<file path="config.mk">
export PLATFORM = sky130hd
export DESIGN_NAME = lru_key_value_cache
export DESIGN_NICKNAME = d
export VERILOG_FILES = /design/src/lkvc_pkg.sv /design/src/lru_key_value_cache.sv /design/src/lkvc_ctrl.sv /design/src/lkvc_datapath.sv
export SDC_FILE = /design/constraint.sdc
export NUM_CORES = 2
export LEC_CHECK = 0
export BUFFER_PORTS_ARGS = -buffer_cell sky130_fd_sc_hd__buf_2
export CORE_ASPECT_RATIO = 0.6
export CORE_UTILIZATION = 50
export CTS_BUF_LIST = sky130_fd_sc_hd__clkbuf_4 sky130_fd_sc_hd__clkbuf_8 sky130_fd_sc_hd__clkbuf_16
export DETAILED_ROUTE_END_ITERATION = 8
export PLACE_DENSITY = 0.79
export SKIP_LAST_GASP = 1
export SLEW_MARGIN = 20
export SYNTH_ARGS = -nofsm -noshare
export SYNTH_HDL_FRONTEND = slang
export SYNTH_SLANG_ARGS = --single-unit
</file>
<file path="constraint.sdc">
create_clock -name clock -period 5.8 [get_ports clock]
set_clock_uncertainty 0.1 [all_clocks]
set_input_delay 0.29 -clock clock [delete_from_list [all_inputs] [get_ports clock]]
set_output_delay 0.29 -clock clock [all_outputs]
set_load 0.02 [all_outputs]
</file>
<file path="src/lkvc_pkg.sv">
// ----------------------------------------------------------------------------
// LRU key/value cache package
// Shared payload types, control structs, state type and constants.
// ----------------------------------------------------------------------------
package lkvc_pkg;

   localparam int DEFAULT_ENTRIES = 16;
   localparam int CAP_W = 5;
   localparam int KEY_W = 32;
   localparam int VAL_W = 32;

   localparam logic [CAP_W-1:0] CAP_RESET  = 5'd16;
   localparam logic [VAL_W-1:0] MISS_VALUE = 32'hFFFF_FFFF;

   localparam logic ACTION_GET = 1'b0;
   localparam logic ACTION_SET = 1'b1;

   typedef struct packed {
      logic                    action;
      logic signed [KEY_W-1:0] lookup_key;
      logic signed [VAL_W-1:0] write_value;
   } req_type;

   typedef struct packed {
      logic                    hit;
      logic signed [VAL_W-1:0] read_value;
   } rsp_type;

   typedef enum logic {
      ST_IDLE,
      ST_UPDATE
   } lkvc_state_type;

   // controller to datapath
   typedef struct packed {
      logic lookup;
      logic commit;
   } lkvc_cmd_type;

   // datapath to controller
   typedef struct packed {
      logic out_free;
   } lkvc_status_type;

endpackage

</file>
<file path="src/lru_key_value_cache.sv">
// ----------------------------------------------------------------------------
// LRU key/value cache
// Fully associative key/value store with least-recently-used replacement.
// ----------------------------------------------------------------------------
// Usage:
//   req channel (valid/ready) carries one item: action (get/set), lookup_key,
//   write_value. rsp channel (valid/ready) returns one item per request: hit
//   and read_value (stored value on a get hit, -1 otherwise).
//   csr_write_enable/csr_write_data set capacity_in_use; write only while idle.
//   Capacity 0 acts as 1, above ENTRIES acts as ENTRIES.
// Sequence: on accept the item and its lookup result are registered; the
//   result register is written in ST_UPDATE once free, raising rsp_valid.
// Steps: a lookup (parallel key and rank compare plus value memory read),
//   then the key/rank/value update; the next item waits for that update.
// Reset: the store is empty and capacity_in_use is 16; no clearing pass.
// Stall: a result waits in the output register while the next item is
//   accepted and looked up; its update and result are held until rsp_ready.
// ----------------------------------------------------------------------------
module lru_key_value_cache #(
   parameter int ENTRIES = lkvc_pkg::DEFAULT_ENTRIES
) (
   input  logic                       clock,
   input  logic                       reset,
   input  logic                       req_valid,
   output logic                       req_ready,
   input  lkvc_pkg::req_type           req_payload,
   output logic                       rsp_valid,
   input  logic                       rsp_ready,
   output lkvc_pkg::rsp_type           rsp_payload,
   input  logic                       csr_write_enable,
   input  logic [lkvc_pkg::CAP_W-1:0] csr_write_data
);
   import lkvc_pkg::*;

   lkvc_cmd_type    cmd;
   lkvc_status_type status;

   lkvc_ctrl u_ctrl (
      .clock     (clock),
      .reset     (reset),
      .req_valid (req_valid),
      .req_ready (req_ready),
      .status    (status),
      .cmd       (cmd)
   );

   lkvc_datapath #(
      .ENTRIES (ENTRIES)
   ) u_datapath (
      .clock            (clock),
      .reset            (reset),
      .cmd              (cmd),
      .status           (status),
      .req_payload      (req_payload),
      .rsp_valid        (rsp_valid),
      .rsp_ready        (rsp_ready),
      .rsp_payload      (rsp_payload),
      .csr_write_enable (csr_write_enable),
      .csr_write_data   (csr_write_data)
   );

endmodule

</file>
<file path="src/lkvc_ctrl.sv">
// ----------------------------------------------------------------------------
// LRU key/value cache controller
// Two-state sequencer: look up on accept, then commit into the output register.
// ----------------------------------------------------------------------------
module lkvc_ctrl (
   input  logic                     clock,
   input  logic                     reset,
   input  logic                     req_valid,
   output logic                     req_ready,
   input  lkvc_pkg::lkvc_status_type status,
   output lkvc_pkg::lkvc_cmd_type    cmd
);
   import lkvc_pkg::*;

   lkvc_state_type state_ff;
   lkvc_state_type state_in;

   always_ff @(posedge clock) begin
      if (reset) begin
         state_ff <= ST_IDLE;
      end else begin
         state_ff <= state_in;
      end
   end

   always_comb begin
      state_in   = state_ff;
      req_ready  = 1'b0;
      cmd.lookup = 1'b0;
      cmd.commit = 1'b0;
      unique case (state_ff)
         ST_IDLE: begin
            req_ready  = 1'b1;
            cmd.lookup = req_valid;
            if (req_valid) begin
               state_in = ST_UPDATE;
            end
         end
         ST_UPDATE: begin
            // hold until the output register can take the result
            cmd.commit = status.out_free;
            if (status.out_free) begin
               state_in = ST_IDLE;
            end
         end
         default: begin
            state_in = ST_IDLE;
         end
      endcase
   end

endmodule

</file>
<file path="src/lkvc_datapath.sv">
// ----------------------------------------------------------------------------
// LRU key/value cache datapath
// Key and rank registers, value memory, fill count, capacity and result register.
// ----------------------------------------------------------------------------
module lkvc_datapath #(
   parameter int ENTRIES = lkvc_pkg::DEFAULT_ENTRIES
) (
   input  logic                          clock,
   input  logic                          reset,
   input  lkvc_pkg::lkvc_cmd_type         cmd,
   output lkvc_pkg::lkvc_status_type      status,
   input  lkvc_pkg::req_type              req_payload,
   output logic                          rsp_valid,
   input  logic                          rsp_ready,
   output lkvc_pkg::rsp_type              rsp_payload,
   input  logic                          csr_write_enable,
   input  logic [lkvc_pkg::CAP_W-1:0]    csr_write_data
);
   import lkvc_pkg::*;

   localparam int IDX_W = (ENTRIES > 1) ? $clog2(ENTRIES) : 1;
   localparam int CNT_W = $clog2(ENTRIES + 1);
   localparam int CMP_W = (CNT_W > CAP_W) ? CNT_W : CAP_W;
   localparam logic [CMP_W-1:0] MAX_CAP = CMP_W'(ENTRIES);

   // storage
   logic [KEY_W-1:0] key_ff  [ENTRIES];
   logic [IDX_W-1:0] rank_ff [ENTRIES];
   logic [VAL_W-1:0] value_mem [ENTRIES];
   logic [VAL_W-1:0] rd_data_ff;

   logic [CNT_W-1:0] filled_ff, filled_in;
   logic [CAP_W-1:0] capacity_ff, capacity_in;

   // item in flight
   logic             op_set_ff;
   logic [KEY_W-1:0] cur_key_ff;
   logic [VAL_W-1:0] cur_val_ff;
   logic             hit_ff;
   logic             grow_ff;
   logic [IDX_W-1:0] slot_ff;
   logic [IDX_W-1:0] old_rank_ff;

   logic             rsp_valid_ff, rsp_valid_in;
   rsp_type          rsp_payload_ff;

   // lookup logic
   logic [ENTRIES-1:0] valid_vec;
   logic [ENTRIES-1:0] match_vec;
   logic [ENTRIES-1:0] victim_vec;
   logic [IDX_W-1:0]   hit_slot;
   logic [IDX_W-1:0]   victim_slot;
   logic [IDX_W-1:0]   hit_rank;
   logic [IDX_W-1:0]   oldest_rank;
   logic [CMP_W-1:0]   eff_cap;
   logic [CMP_W-1:0]   cap_wide;
   logic               look_hit;
   logic               look_grow;
   logic [IDX_W-1:0]   look_slot;
   logic [IDX_W-1:0]   look_rank;

   always_comb begin
      cap_wide = CMP_W'(capacity_ff);
      priority if (capacity_ff == '0) begin
         eff_cap = CMP_W'(1);
      end else if (cap_wide > MAX_CAP) begin
         eff_cap = MAX_CAP;
      end else begin
         eff_cap = cap_wide;
      end
   end

   always_comb begin
      oldest_rank = IDX_W'(filled_ff - CNT_W'(1));
      hit_slot    = '0;
      victim_slot = '0;
      hit_rank    = '0;
      for (int i = 0; i < ENTRIES; i++) begin
         valid_vec[i]  = CNT_W'(i) < filled_ff;
         match_vec[i]  = valid_vec[i] && (key_ff[i] == req_payload.lookup_key);
         victim_vec[i] = valid_vec[i] && (rank_ff[i] == oldest_rank);
         if (match_vec[i]) begin
            hit_slot = hit_slot | IDX_W'(i);
            hit_rank = hit_rank | rank_ff[i];
         end
         if (victim_vec[i]) begin
            victim_slot = victim_slot | IDX_W'(i);
         end
      end
      look_hit  = |match_vec;
      look_grow = !look_hit && (req_payload.action == ACTION_SET)
                  && (CMP_W'(filled_ff) < eff_cap);
      priority if (look_hit) begin
         look_slot = hit_slot;
         look_rank = hit_rank;
      end else if (look_grow) begin
         // new entry enters as oldest, one past the current ranks
         look_slot = IDX_W'(filled_ff);
         look_rank = IDX_W'(filled_ff);
      end else begin
         look_slot = victim_slot;
         look_rank = oldest_rank;
      end
   end

   // latch the item and its lookup result
   always_ff @(posedge clock) begin
      if (cmd.lookup) begin
         op_set_ff   <= req_payload.action == ACTION_SET;
         cur_key_ff  <= req_payload.lookup_key;
         cur_val_ff  <= req_payload.write_value;
         hit_ff      <= look_hit;
         grow_ff     <= look_grow;
         slot_ff     <= look_slot;
         old_rank_ff <= look_rank;
         rd_data_ff  <= value_mem[hit_slot];
      end
   end

   always_ff @(posedge clock) begin
      if (cmd.commit && op_set_ff) begin
         value_mem[slot_ff] <= cur_val_ff;
      end
   end

   // commit: on a set store the key; on a set or hit, age every entry newer than the touched one
   always_ff @(posedge clock) begin
      for (int i = 0; i < ENTRIES; i++) begin
         if (cmd.commit && (op_set_ff || hit_ff)) begin
            if (IDX_W'(i) == slot_ff) begin
               rank_ff[i] <= '0;
               if (op_set_ff) begin
                  key_ff[i] <= cur_key_ff;
               end
            end else if (valid_vec[i] && (rank_ff[i] < old_rank_ff)) begin
               rank_ff[i] <= rank_ff[i] + IDX_W'(1);
            end
         end
      end
   end

   always_comb begin
      filled_in = filled_ff;
      if (cmd.commit && grow_ff) begin
         filled_in = filled_ff + CNT_W'(1);
      end
      capacity_in = capacity_ff;
      if (csr_write_enable) begin
         capacity_in = csr_write_data;
      end
      rsp_valid_in = rsp_valid_ff;
      priority if (cmd.commit) begin
         rsp_valid_in = 1'b1;
      end else if (rsp_ready) begin
         rsp_valid_in = 1'b0;
      end
   end

   always_ff @(posedge clock) begin
      if (reset) begin
         filled_ff    <= '0;
         capacity_ff  <= CAP_RESET;
         rsp_valid_ff <= 1'b0;
      end else begin
         filled_ff    <= filled_in;
         capacity_ff  <= capacity_in;
         rsp_valid_ff <= rsp_valid_in;
      end
   end

   always_ff @(posedge clock) begin
      if (cmd.commit) begin
         rsp_payload_ff.hit <= hit_ff;
         rsp_payload_ff.read_value <= (hit_ff && !op_set_ff) ? rd_data_ff : MISS_VALUE;
      end
   end

   assign status.out_free = !rsp_valid_ff || rsp_ready;
   assign rsp_valid       = rsp_valid_ff;
   assign rsp_payload     = rsp_payload_ff;

   // keys stay unique among filled entries
   assert property (@(posedge clock) disable iff (reset)
      cmd.lookup |-> $onehot0(match_vec))
      else $error("duplicate key among filled entries");

   // fill count never exceeds the array
   assert property (@(posedge clock) disable iff (reset)
      filled_ff <= CNT_W'(ENTRIES))
      else $error("fill count beyond entries");

   // a growing set adds exactly one entry
   assert property (@(posedge clock) disable iff (reset)
      cmd.commit && grow_ff |=> filled_ff == $past(filled_ff) + CNT_W'(1))
      else $error("fill count did not advance");

   // a miss never returns stored data
   assert property (@(posedge clock) disable iff (reset)
      cmd.commit && !hit_ff |=> rsp_valid && !rsp_payload.hit
                              && rsp_payload.read_value == MISS_VALUE)
      else $error("miss returned data");

endmodule

</file>
# Yosys cells after proc, flatten, opt, wreduce, memory -nomap -nowiden
# Memories as Yosys holds them, arrays and structs flattened. A register that Yosys moved wholly into a read port is not among the register bits.
# Index checks and enable logic that the tools add are counted.
# Widths: inputs -> output; s select.
# word_totals
ff_bits	120
mem_bits_rw	1088
output_inout_bits	35
memories	3
# mem_list
name	depth	word_bits	rd	rd_ports_with_merged_regs	write_ports	line_no	rtl
u_datapath.key_ff	16	32	16	0	1	lkvc_datapath.sv:27	logic [KEY_W-1:0] key_ff [ENTRIES];
u_datapath.value_mem	16	32	1	1	1	lkvc_datapath.sv:29	logic [VAL_W-1:0] value_mem [ENTRIES];
u_datapath.rank_ff	16	4	16	0	16	lkvc_datapath.sv:28	logic [IDX_W-1:0] rank_ff [ENTRIES];
# classes
add_sub_neg	18
n_bitwise	32
magnitude_cmp	34
reduce_logical	77
muxes	284
n_eq_ne	46
# op_table
cell	n
$eq 32x32->1	16
$mux 32	15
$reduce_or 32->1	15
$mux 4	67
$mux 1	187
$add 4x1->4 const B	16
$lt 4x4->1	16
$eq 4x4->1	15
$or 4x4->4	15
$logic_and 1x1->1	53
$lt 4x5->1 const A	8
$eq 4x4->1 const A	8
$mux 3	8
$lt 3x5->1 const A	4
$eq 3x4->1 const A	4
$or 1x1->1	16
$reduce_or 16->1	1
$lt 1x5->1 const A	2
$lt 2x5->1 const A	2
$mux 5	2
$eq 2x4->1 const A	2
$mux 2	4
$add 5x1->5 const B	1
$gt 5x5->1 const B	1
10 further kinds	13

# Longest topological paths before layout
# An unclocked memory read counts as a cell.
# depth
ltp_word	35
mapped_depth	15
depth_no_buf	12

# Modules after synthesis
# From an unflattened synthesis, not the netlist that was laid out.
# hier_totals
cells_unflattened	3792
area_unflattened_um2	53672.7
# modules_own_cells
module	cells_each	area_per_inst_um2	n_inst	seq_area_each_um2
lkvc_datapath	3786	53617.7	1	37095.6
lkvc_ctrl	6	55.1	1	20.0

# Worst setup path before layout
# No wires, ideal clock.
# synth_timing
path_kind	reg2reg
from	reg u_ctrl.state_ff
to	reg u_datapath.cur_key_ff[0], enable pin
path_slack_ns	0.037
t_arrival_ns	5.076
t_required_ns	5.113
synth_period_minus_slack_ns	5.763
n_path_buf	0
setup_ns	0.587
stages_incl_launch_ff	2
cell_sequence	dfxtp_1 > nor2b_1
# synth_rtl
element	line_no	rtl
from (decl)	lkvc_ctrl.sv:15	lkvc_state_type state_ff;
from (signal assigned)	lkvc_ctrl.sv:22	state_ff <= state_in;
to (signal assigned)	lkvc_datapath.sv:110	cur_key_ff <= req_payload.lookup_key;
to (decl)	lkvc_datapath.sv:37	logic [KEY_W-1:0] cur_key_ff;

# Worst setup path in the final report
# layout_timing
from	in req_payload[55] in the netlist's numbering
to	reg u_datapath.rd_data_ff[3] (read register of u_datapath.value_mem) (data pin)
# layout_between
elab_chain_cells	17
# layout_lines
element	line_no	rtl
from (decl)	lru_key_value_cache.sv:26	input lkvc_pkg::req_type req_payload,
$eq 32x32->1	lkvc_datapath.sv:80	match_vec[i] = valid_vec[i] && (key_ff[i] == req_payload.lookup_key);
$logic_and 1x1->1	lkvc_datapath.sv:80	
$mux 1	lkvc_datapath.sv:82	if (match_vec[i]) begin
$mux 2 (2 in series)	lkvc_datapath.sv:82	
$mux 3 (4 in series)	lkvc_datapath.sv:82	
$mux 4 (7 in series)	lkvc_datapath.sv:82	
$mux 4 (*)	lkvc_datapath.sv:82	
to (decl)	lkvc_datapath.sv:30	logic [VAL_W-1:0] rd_data_ff;
# Mark *: on every way between the ends. The rest lies on a longest branch, timed or not.
# A chain may end at the register's enable or synchronous reset.

==> flow_summary.json <==
{
  "run_status": "complete, no violations",
  "internal-power_mw": 14.5,
  "worstMarginPinSlew_ns": 1.32,
  "min_from": "req_payload[33]",
  "min_period_over_period": 0.840,
  "power.leakage_nw": 20.2,
  "clk_latency_ns": 0.74,
  "synth.largest_area_cell": "edfxtp_1",
  "reg2reg_slack_ns": 1.05,
  "viasPerCell": 6.20,
  "portBuffers": 109,
  "drt_first_iter_violations": 5471,
  "required_ns": 6.15,
  "min_delay_worst_endpoint": "u_datapath.cur_key_ff[1]$_DFFE_PP_",
  "numCtsBuffers": 107,
  "end_kind": "register",
  "power.switching_mw": 4.12,
  "netlist_instances": 3439,
  "power_density_nw_per_um2": 310,
  "regArea_um2": 37100,
  "wirelength_um": 154000,
  "synth_area_um2": 52900,
  "busiest_layer": "met1",
  "path_clk_slew_ns": 0.07,
  "synth_fa_ha_area_frac": 0.0166,
  "criticalPathCategory": "in -> reg",
  "rsz0062_at_grt": "no",
  "max_freq_mhz": 205,
  "startpoint": "req_payload[55]",
  "slew_violations": 0,
  "core_area_um2": 104000,
  "total_power_mw": 18.6,
  "clock_path_buffers": 3,
  "cts_root_buf": "clkbuf_16",
  "drtAntennaViolNets": 0,
  "vias": 32200,
  "cp.arrival_ns": 5.22,
  "multi_input_area_um2": 14800,
  "wl_per_cell_um": 29.7,
  "grtUsageMet3": 0.0984,
  "ys_seq_area_frac": 0.702,
  "seqPwrFrac": 0.547,
  "synth_xor_area_frac": 0.101,
  "layout.cells.non_filler": 5186,
  "cts_tree": "yes",
  "htreeDepth": 3,
  "grt_pass1_vias": 30200,
  "preCtsSetupSlack_ns": 0.946,
  "rows": 91,
  "syn_avg_cell_area_um2": 15.4,
  "min_period_ns": 4.87,
  "met1_usage": 0.435,
  "hold_violations": 0,
  "irDropWorstVdd_uv": 232,
  "comb_power_share": 0.045,
  "synth_seq_cells": 1240,
  "netlist_top_cells_area": "edfxtp_1 70%, xor2_1 8.5%, mux2i_1 2.0%",
  "grt-ovfl-total": 0,
  "swShare": 0.221,
  "maxCapViolCount": 0,
  "critPathLaunchType": "primary input",
  "floorplan.die_area_um2": 107000,
  "die_w_um": 422,
  "dr.pass1.iters": 5,
  "synth_edf_count": 1228,
  "synth_ff_type": "edfxtp_1",
  "post_cts_buffers": 0,
  "synth_top_family_by_area": "XOR/XNOR gates",
  "synth_common_cells": "1228 x edfxtp_1, 511 x xor2_1, 219 x nand2_1",
  "rr_endpoint": "u_datapath.rd_data_ff[30]$_DFFE_PP_",
  "dpl.hpwl_um": 98100,
  "cts_resized": 0,
  "synthMuxAreaShare": 0.0265,
  "power.share.clock": 0.408,
  "antenna_found_initial": 10,
  "ios": 110,
  "holdPathStages": 2,
  "drive_gt1_frac": 0.151,
  "dpl_cell_area_um2": 55500,
  "grt_max_degree": 108,
  "place_inst": 4908,
  "synth_compound_area_frac": 0.0526,
  "rr_worst_depth": 10,
  "regToRegStartpoint": "u_datapath.filled_ff[4]$_SDFFE_PP0P_",
  "setup_viol": 0,
  "finalInstanceArea_um2": 60100,
  "clock_sinks": 1240,
  "yosys_warnings": 0,
  "routabilityCongestion": 1.01,
  "grt_use_met2": 0.382,
  "yosysMostFrequentCell": "edfxtp_1",
  "synth_top_area_share": 0.697,
  "fin_nets": 3843,
  "hp-class": "in -> reg",
  "synth_nets": 3584,
  "gr-usage-all-layers": 0.284,
  "synthArstFlopShare": 0,
  "grt_pass1_wl_um": 217000,
  "fp.dieH_um": 254,
  "synth_cell_type_count": 72,
  "synthSimpleGateAreaFrac": 0.0764,
  "fin_setup_tns_ns": 0,
  "relSlewSlack": 0.122,
  "drt_drc_violations_left": 0,
  "syn2layout_area_growth_pct": 13.7,
  "initial_core_util": 0.510,
  "critPathMaxFanout": 33,
  "setup_ws_ns": 0.928,
  "fillers": 7542
}
[cells in the final DEF (no fill, tap or decap), types with 10 or more instances in the layout]
| cell type | netlist | layout |
|---|---|---|
| edfxtp_1 | 1228 | 1228 |
| xor2_1 | 511 | 510 |
| nand2_1 | 219 | 218 |
| a21oi_1 | 149 | 147 |
| buf_4 | 25 | 122 |
| nor4_1 | 119 | 119 |
| buf_2 | 39 | 109 |
| clkbuf_16 | 0 | 108 |
| mux2i_1 | 104 | 104 |
| xnor2_1 | 98 | 97 |
| nor2_1 | 130 | 95 |
| nand3_1 | 96 | 94 |
| o21ai_0 | 73 | 72 |
| ha_1 | 70 | 70 |
| dlygate4sd3_1 | 0 | 65 |
| nand4_1 | 53 | 53 |
| nand2b_1 | 50 | 50 |
| a22oi_1 | 43 | 43 |
| nor2_4 | 1 | 37 |
| nor3_1 | 31 | 31 |
| o2bb2ai_1 | 29 | 29 |
| mux2_2 | 28 | 28 |
| clkbuf_4 | 0 | 27 |
| inv_1 | 24 | 24 |
| nor2b_1 | 26 | 24 |
| clkinv_2 | 0 | 21 |
| o221a_1 | 20 | 20 |
| o211ai_1 | 17 | 17 |
| clkinv_1 | 0 | 16 |
| bufinv_16 | 0 | 15 |
| o211ai_2 | 14 | 14 |
| or3_1 | 12 | 12 |
| buf_12 | 1 | 12 |
| dfxtp_1 | 12 | 12 |
| a21oi_2 | 10 | 10 |
[what timing repair did]
| item | CTS | global route |
|---|---|---|
| hold buffers | 65 | 0 |
| hold endpoints to repair | 58 | 0 |
| endpoints found under the setup margin | 0 | 0 |
[state kept, by name, indices dropped and copies added (netlist names), 4 cells and up]
name	count
u_datapath.slot_ff	4
u_datapath.value_mem	512
u_datapath.rank_ff	64
u_datapath.cap_wide	5
u_datapath.rd_data_ff	32
u_datapath.filled_ff	5
u_datapath.key_ff	512
u_datapath.rsp_payload	33
u_datapath.old_rank_ff	4
u_datapath.cur_key_ff	32
u_datapath.cur_val_ff	32
[per-layer routing]
layer,share of wire,vias to the layer above
li1,-,13400
met1,0.41,15900
met2,0.40,2581
met3,0.16,268
met4,0.023,2
met5,0.000085,-
[cells by family (layout without fill, tap and decap cells)]
| logic type | after synthesis | count (layout) |
|---|---|---|
| DFF | 1240 | 1240 |
| adders and majority gates | 70 | 70 |
| other | 0 | 2 |
| AOI/OAI and AO/OA | 407 | 407 |
| xor gates and xnor gates | 610 | 610 |
| muxes | 136 | 136 |
| buffers and inverters | 193 | 543 |
| and+or+nand+nor | 783 | 783 |
[power by group through the flow]
stage,logic [mW],registers [mW],clock network [mW]
2_1_floorplan,0.453,10.3,0
3_3_place_gp,0.740,10.4,0
3_5_place_dp,0.755,10.4,0
4_1_cts,0.797,10.2,7.61
5_1_grt,0.871,10.2,7.94
6_report,0.833,10.2,7.60
[worst max-delay path, stage by stage]
cell,delay [ns]
dlygate4sd3_1,0.52
buf_2,0.43
buf_4,0.32
xor2_1,0.10
nor4_1,0.76
nand4_1,0.43
or3_1,0.50
nand4_4,0.50
nor2_4,0.23
buf_4,0.32
mux2_2,0.31
a21oi_1,0.14
o221a_2,0.19
o211ai_1,0.11
[layout make-up]
type	count	share of cell area
Sequential cell	1240	0.618
Clock buffer	135	0.0483
Tap cell	1395	0.0290
Multi-Input combinational cell	2006	0.247
Timing Repair Buffer	319	0.0438
Inverter	24	0.00150
Clock inverter	65	0.0132
Antenna cell	2	0.0000833
[worst max path at each step]
| stage | slack [ns] | to |
|---|---|---|
| final | 0.93 | u_datapath.rd_data_ff[3]$_DFFE_PP_ |
| after detailed placement | 0.95 | u_datapath.rd_data_ff[0]$_DFFE_PP_ |
| after floorplan | 0.04 | u_datapath.cur_key_ff[0]$_DFFE_PP_ |
| after global placement | 0.47 | u_datapath.rd_data_ff[30]$_DFFE_PP_ |
| after CTS | 1.11 | u_datapath.rd_data_ff[0]$_DFFE_PP_ |
| after global routing | 0.84 | u_datapath.rd_data_ff[0]$_DFFE_PP_ |
[stage by stage]
step | hold slack [ns] | util
global route | 0.0380 | 0.579
global placement | 0.367 | 0.534
CTS | 0.0302 | 0.577
floorplan | 0.269 | -
detailed placement | 0.368 | 0.535
finish | 0.0793 | 0.579
Note: power is estimated with default switching activity, not from simulation.
